## src/hw/rtl/aligned_read_filter_extend_stats_top_defines.svh

```systemverilog
// Assertion macros used by the aligned-read filter top level.
// Depends on nothing; files that assert include it and provide aclk and aresetn.
`ifndef ALIGNED_READ_FILTER_EXTEND_STATS_TOP_DEFINES_SVH
`define ALIGNED_READ_FILTER_EXTEND_STATS_TOP_DEFINES_SVH

// Same-cycle implication, disabled while reset is applied.
`define ARFES_ASSERT_IMPL(label, ante, cons, msg) \
    label: assert property (@(posedge aclk) disable iff (!aresetn) (ante) |-> (cons)) \
        else $error(msg);

// Next-cycle implication, disabled while reset is applied.
`define ARFES_ASSERT_NEXT(label, ante, cons, msg) \
    label: assert property (@(posedge aclk) disable iff (!aresetn) (ante) |=> (cons)) \
        else $error(msg);

`endif

```

## src/hw/rtl/arfes_pkg.sv

```systemverilog
// Package for the aligned-read filter: sizes, flag bit positions, register codes
// and the word types of the input, result, configuration and screening paths.
// Depends on nothing.
package arfes_pkg;

    localparam int FLAG_KINDS  = 2048;
    localparam int FLAG_BITS   = 11;
    localparam int TALLY_WIDTH = 40;

    localparam int SLOT_W      = $clog2(FLAG_KINDS);
    localparam int OUT_TALLY_W = 40;
    localparam int POS_W       = 31;
    localparam int ISIZE_W     = 32;
    localparam int LEN_W       = 20;
    localparam int SUM_W       = 34;
    localparam int CFG_DATA_W  = 32;
    localparam int CFG_IDX_W   = 3;

    localparam int FL_PAIRED        = 0;
    localparam int FL_PROPER        = 1;
    localparam int FL_MATE_UNMAPPED = 3;
    localparam int FL_REVERSE       = 4;
    localparam int FL_QCFAIL        = 9;
    localparam int FL_DUP           = 10;

    localparam int INC_ZL = 0;
    localparam int INC_ZR = 1;
    localparam int INC_ZE = 2;

    localparam logic [1:0] STRAND_ANY   = 2'd0;
    localparam logic [1:0] STRAND_PLUS  = 2'd1;
    localparam logic [1:0] STRAND_MINUS = 2'd2;

    localparam logic [1:0] RG_WHITE = 2'd1;
    localparam logic [1:0] RG_BLACK = 2'd2;

    typedef enum logic [CFG_IDX_W-1:0] {
        CFG_PAIRING_MODE  = 3'd0,
        CFG_INCLUDE_MASK  = 3'd1,
        CFG_MIN_MAPQ      = 3'd2,
        CFG_MAX_DUPES     = 3'd3,
        CFG_STRAND_SELECT = 3'd4,
        CFG_EXTEND_LENGTH = 3'd5,
        CFG_RG_MODE       = 3'd6,
        CFG_CHROM_SIZE    = 3'd7
    } cfg_index_t;

    typedef struct packed {
        logic [10:0]              read_flag;
        logic [POS_W-1:0]         read_pos;
        logic signed [ISIZE_W-1:0] insert_size;
        logic [POS_W-1:0]         align_end;
        logic [7:0]               map_quality;
        logic                     has_zl;
        logic                     has_zr;
        logic                     has_ze;
        logic                     has_zd;
        logic [15:0]              dupe_number;
        logic                     has_group;
        logic                     group_listed;
    } arfes_in_t;

    typedef struct packed {
        logic                   accepted;
        logic [POS_W-1:0]       frag_start;
        logic [POS_W-1:0]       frag_end;
        logic                   minus_strand;
        logic [OUT_TALLY_W-1:0] flag_tally;
    } arfes_out_t;

    typedef struct packed {
        logic [1:0]       pairing_mode;
        logic [3:0]       include_mask;
        logic [7:0]       min_mapq;
        logic [15:0]      max_dupes;
        logic [1:0]       strand_select;
        logic [LEN_W-1:0] extend_length;
        logic [1:0]       rg_mode;
        logic [POS_W-1:0] chrom_size;
    } arfes_cfg_t;

    // Screening result: start = start_a + start_b, end = end_a + end_b.
    typedef struct packed {
        logic                    keep;
        logic                    check_order;
        logic                    minus;
        logic signed [SUM_W-1:0] start_a;
        logic signed [SUM_W-1:0] start_b;
        logic signed [SUM_W-1:0] end_a;
        logic signed [SUM_W-1:0] end_b;
    } arfes_screen_t;

endpackage

```

## src/hw/rtl/arfes_screen.sv

```systemverilog
// Read screening: filter rules, strand choice and fragment operand selection.
// Depends on arfes_pkg; purely combinational, registered by the top level.
module arfes_screen (
    input  arfes_pkg::arfes_in_t     in_word,
    input  arfes_pkg::arfes_cfg_t    cfg,
    output arfes_pkg::arfes_screen_t scr
);
    import arfes_pkg::*;

    logic                    paired, proper, mate_unmapped, rev, qcfail, dup;
    logic                    reject, single, strand_ok, len_pos, isize_pos;
    logic signed [SUM_W-1:0] pos_x, aend_x, isize_x, len_x, zero_x;
    logic signed [SUM_W-1:0] half_len_x, rest_len_x, mid_x;
    logic [LEN_W-1:0]        rest_len;

    always_comb begin
        paired        = in_word.read_flag[FL_PAIRED];
        proper        = in_word.read_flag[FL_PROPER];
        mate_unmapped = in_word.read_flag[FL_MATE_UNMAPPED];
        rev           = in_word.read_flag[FL_REVERSE];
        qcfail        = in_word.read_flag[FL_QCFAIL];
        dup           = in_word.read_flag[FL_DUP];

        reject = 1'b0;
        if (cfg.pairing_mode[0] && !proper) begin
            reject = 1'b1;
        end
        if (cfg.pairing_mode[1] && proper) begin
            reject = 1'b1;
        end
        if (qcfail) begin
            if (cfg.include_mask == 4'd0) begin
                reject = 1'b1;
            end
            if (!cfg.include_mask[INC_ZL] && in_word.has_zl) begin
                reject = 1'b1;
            end
            if (!cfg.include_mask[INC_ZR] && in_word.has_zr) begin
                reject = 1'b1;
            end
            if (!cfg.include_mask[INC_ZE] && in_word.has_ze) begin
                reject = 1'b1;
            end
            if (cfg.min_mapq != 8'd0 && in_word.map_quality < cfg.min_mapq) begin
                reject = 1'b1;
            end
        end
        if (dup) begin
            if (cfg.max_dupes <= 16'd1) begin
                reject = 1'b1;
            end
            if (in_word.has_zd && in_word.dupe_number > cfg.max_dupes) begin
                reject = 1'b1;
            end
        end
        if (in_word.has_group) begin
            if (cfg.rg_mode == RG_WHITE && !in_word.group_listed) begin
                reject = 1'b1;
            end
            if (cfg.rg_mode == RG_BLACK && in_word.group_listed) begin
                reject = 1'b1;
            end
        end

        case (cfg.strand_select)
            STRAND_ANY:   strand_ok = 1'b1;
            STRAND_PLUS:  strand_ok = !rev;
            STRAND_MINUS: strand_ok = rev;
            default:      strand_ok = 1'b0;
        endcase

        single    = !paired || mate_unmapped;
        len_pos   = cfg.extend_length != '0;
        isize_pos = !in_word.insert_size[ISIZE_W-1] && in_word.insert_size != '0;

        zero_x     = '0;
        pos_x      = {{(SUM_W-POS_W){1'b0}}, in_word.read_pos};
        aend_x     = {{(SUM_W-POS_W){1'b0}}, in_word.align_end};
        isize_x    = {{(SUM_W-ISIZE_W){in_word.insert_size[ISIZE_W-1]}}, in_word.insert_size};
        len_x      = {{(SUM_W-LEN_W){1'b0}}, cfg.extend_length};
        half_len_x = {{(SUM_W-LEN_W+1){1'b0}}, cfg.extend_length[LEN_W-1:1]};
        rest_len   = cfg.extend_length - {1'b0, cfg.extend_length[LEN_W-1:1]};
        rest_len_x = {{(SUM_W-LEN_W){1'b0}}, rest_len};
        // Pair midpoint; the template length is positive whenever it is used.
        mid_x      = pos_x + (isize_x >>> 1);

        scr.keep        = !reject && (single ? strand_ok : (proper && isize_pos));
        scr.check_order = single;
        scr.minus       = single && rev;

        if (single && !rev) begin
            scr.start_a = pos_x;
            scr.start_b = zero_x;
            if (len_pos) begin
                scr.end_a = pos_x;
                scr.end_b = len_x;
            end else if (isize_pos) begin
                scr.end_a = pos_x;
                scr.end_b = isize_x;
            end else begin
                scr.end_a = aend_x;
                scr.end_b = zero_x;
            end
        end else if (single) begin
            scr.end_a = aend_x;
            scr.end_b = zero_x;
            if (len_pos) begin
                scr.start_a = aend_x;
                scr.start_b = -len_x;
            end else if (isize_pos) begin
                scr.start_a = aend_x;
                scr.start_b = -isize_x;
            end else begin
                scr.start_a = pos_x;
                scr.start_b = zero_x;
            end
        end else if (len_pos) begin
            // Fixed length centered on the pair midpoint.
            scr.start_a = mid_x;
            scr.start_b = -half_len_x;
            scr.end_a   = mid_x;
            scr.end_b   = rest_len_x;
        end else begin
            scr.start_a = pos_x;
            scr.start_b = zero_x;
            scr.end_a   = pos_x;
            scr.end_b   = isize_x;
        end
    end

endmodule

```

## config.mk

```make
export PLATFORM = sky130hd
export DESIGN_NAME = arfes_screen
export DESIGN_NICKNAME = d
export VERILOG_FILES = /design/src/hw/rtl/aligned_read_filter_extend_stats_top_defines.svh /design/src/hw/rtl/arfes_pkg.sv /design/src/hw/rtl/arfes_screen.sv
export SDC_FILE = /design/constraint.sdc
export NUM_CORES = 1
export LEC_CHECK = 0
export ABC_AREA = 1
export BUFFER_PORTS_ARGS = -buffer_cell sky130_fd_sc_hd__buf_2
export CAP_MARGIN = 10
export CORE_MARGIN = 5
export CORE_UTILIZATION = 40
export DETAILED_ROUTE_END_ITERATION = 6
export MAX_ROUTING_LAYER = met4
export PLACE_DENSITY_LB_ADDON = 0.12
export SLEW_MARGIN = 20
export SYNTH_ARGS = -nofsm -noshare
export SYNTH_HDL_FRONTEND = slang
export SYNTH_SLANG_ARGS = --single-unit
```

## constraint.sdc

```tcl
create_clock -name vclk -period 8.95
set_clock_uncertainty 0.15 [all_clocks]
set_input_delay 2.685 -clock vclk [all_inputs]
set_output_delay 2.685 -clock vclk [all_outputs]
set_load 0.02 [all_outputs]
```

==> results.ini <==
[critical_path]
cp_cell_sequence=buf_2, inv_1, ha_1, nand3_2, nor2_4, nand2_4, o21ai_2, nand2_2, nand2_1, inv_1, o21ai_0, buf_2
setup.worst_path.start_class=input pin
arrival_ps=5520
criticalPathCategory=input pin to output port
slowest_delay_ps=500
cp_max_fo=10
end_kind=output port
crit_required_ps=6120
crit_slowest_cell=o21ai_2

[synth]
syn_nets=2251
synth_area_um2=9590
synth.most_common_cell=nand2_1
synth_common_cells=nand2_1, inv_1, nor2_1
synthTopCellsByArea=nand2_1, ha_1, inv_1, a21oi_1, nand3_1
synthCells=1935
yosysWarnings=0
ys_seq_area_share_pct=0
synth.distinct_cells=47
avgSynthCellArea_um2=4.96
synth_top_area_cell=nand2_1
synth_top_area_share_pct=23.8

[clock_tree]
ctsHoldBuffers=0
cts_setup_buffers=0
ctsResizeCount=0

[floorplan]
dieArea_um2=27200
io_pins=359
die_y_um=165
core_um2=23500
fp.dieW_um=165
start_util_pct=40.7
num_rows=56

[detailed_routing]
ant_nets=0
drt_iter0_markers=1399
drt_first_pass_iters=6
drc=0
wl_per_cell_um=18.9
vias=13800
vias_per_cell=5.42
routed_wl_um=48000

[global_routing]
grt_remaining_overflow=0
grt_pass1_wl_um=71800
antenna_found_initial=1
grt_start_max_net_pins=75
grt_pass1_vias=12400
gr-usage-all-layers_pct=34.5

[timing]
worstMarginPinSlew_ps=886
post-route-min-period_ps=8360
max_freq_mhz=120
slew_violations=0
finalSetupTns_ps=0
rsz0062_at_grt=false
fin_crit_sh_pct=93.4
relSlewSlack_pct=40.9
hold_viol_final=0
setup_viol_count_final=0
layout_setup_ws_ps=594

[pwr]
power_density_nw_per_um2=60.6
p_leak_nw=6.93
power_mw=0.698
ir_drop_mv=0.0419

[cells_and_area]
nFlopsAndLatches=0
drive_gt1_share_pct=18.3
areaGrowthSynthToFinish_pct=20.1
fill_cells=2774
clkbuf_count=0
seq_area_um2=0
nNetsFinal=2540

[place]
place.gp.congestion=1.01
hpwl_um=40400
dpl_worst_slack_ps=647
port_buffers=323

[job]
drv_cap=0

[hold_path]
hold_class=input pin to output port
worstHoldPathCells=4

[run_status]
status=completed

## final cells by class
class	instances	area, µm²	area share [%]
Timing Repair Buffer	352	1860	16.1
Inverter	318	1190	10.4
Antenna cell	1	2.50	0.0217
Tap cell	319	399	3.46
Multi-Input combinational cell	1552	8070	70.0
## metrics by stage
step | util, % | hold slack [ps] | area, µm² | cells
2_1_floorplan | - | 5350 | 9590 | 1935
3_3_place_gp | 48.9 | 5590 | 11500 | 2541
3_5_place_dp | 48.9 | 5590 | 11500 | 2541
4_1_cts | 48.9 | 5590 | 11500 | 2541
5_1_grt | 48.9 | 5620 | 11500 | 2542
6_report | 48.9 | 5590 | 11500 | 2542
## placed cells by master, fill, tap and decap left out, types with 10 or more instances in the layout
| master | instances |
|---|---|
| nor2_1 | 191 |
| nand2_1 | 608 |
| ha_1 | 94 |
| a21oi_1 | 148 |
| o21ai_0 | 137 |
| nand3_1 | 147 |
| inv_1 | 308 |
| buf_2 | 323 |
| o22ai_1 | 14 |
| o21ai_1 | 16 |
| nor2_4 | 10 |
| nor3_2 | 10 |
| inv_2 | 10 |
| nor3_1 | 24 |
| xor2_1 | 45 |
| buf_4 | 27 |
| nand4_1 | 26 |
## critical path, delay by kind of cell
kind	cells	cell delay (ps)
AOI/OAI and AO/OA	2	690
adders and majority gates	1	200
buffers and inverters	4	560
and+or+nand+nor	5	1390
## layer usage
metal,global-route usage (%),vias to the layer above,routed length [µm]
li1,-,6779,-
met5,-,-,0
met1,47.3,6287,20800
met3,1.95,60,3860
met2,57.2,640,22400
met4,5.37,0,905
## power by group
| group | internal, mW | total (mW) | switching [mW] |
|---|---|---|---|
| clock network | 0.0000000149 | 0.0000000150 | 0 |
| registers | 0 | 0 | 0 |
| logic | 0.224 | 0.698 | 0.474 |
| total | 0.224 | 0.698 | 0.474 |
## path summary, 6_finish.rpt
path	startpoint	to	slack [ps]
max	in_word[61]	scr[102]	590
min	in_word[108]	scr[117]	5590
## kinds of logic after synthesis
kind of cell / synth area share [%]
AO/OA/AOI/OAI: 19.7
XOR/XNOR: 4.57
adder cells (fa/ha/maj): 12.7
buffers and inverters: 16.0
AND/OR/NAND/NOR: 47.1
No activity file was read; power rests on OpenSTA's default activity.
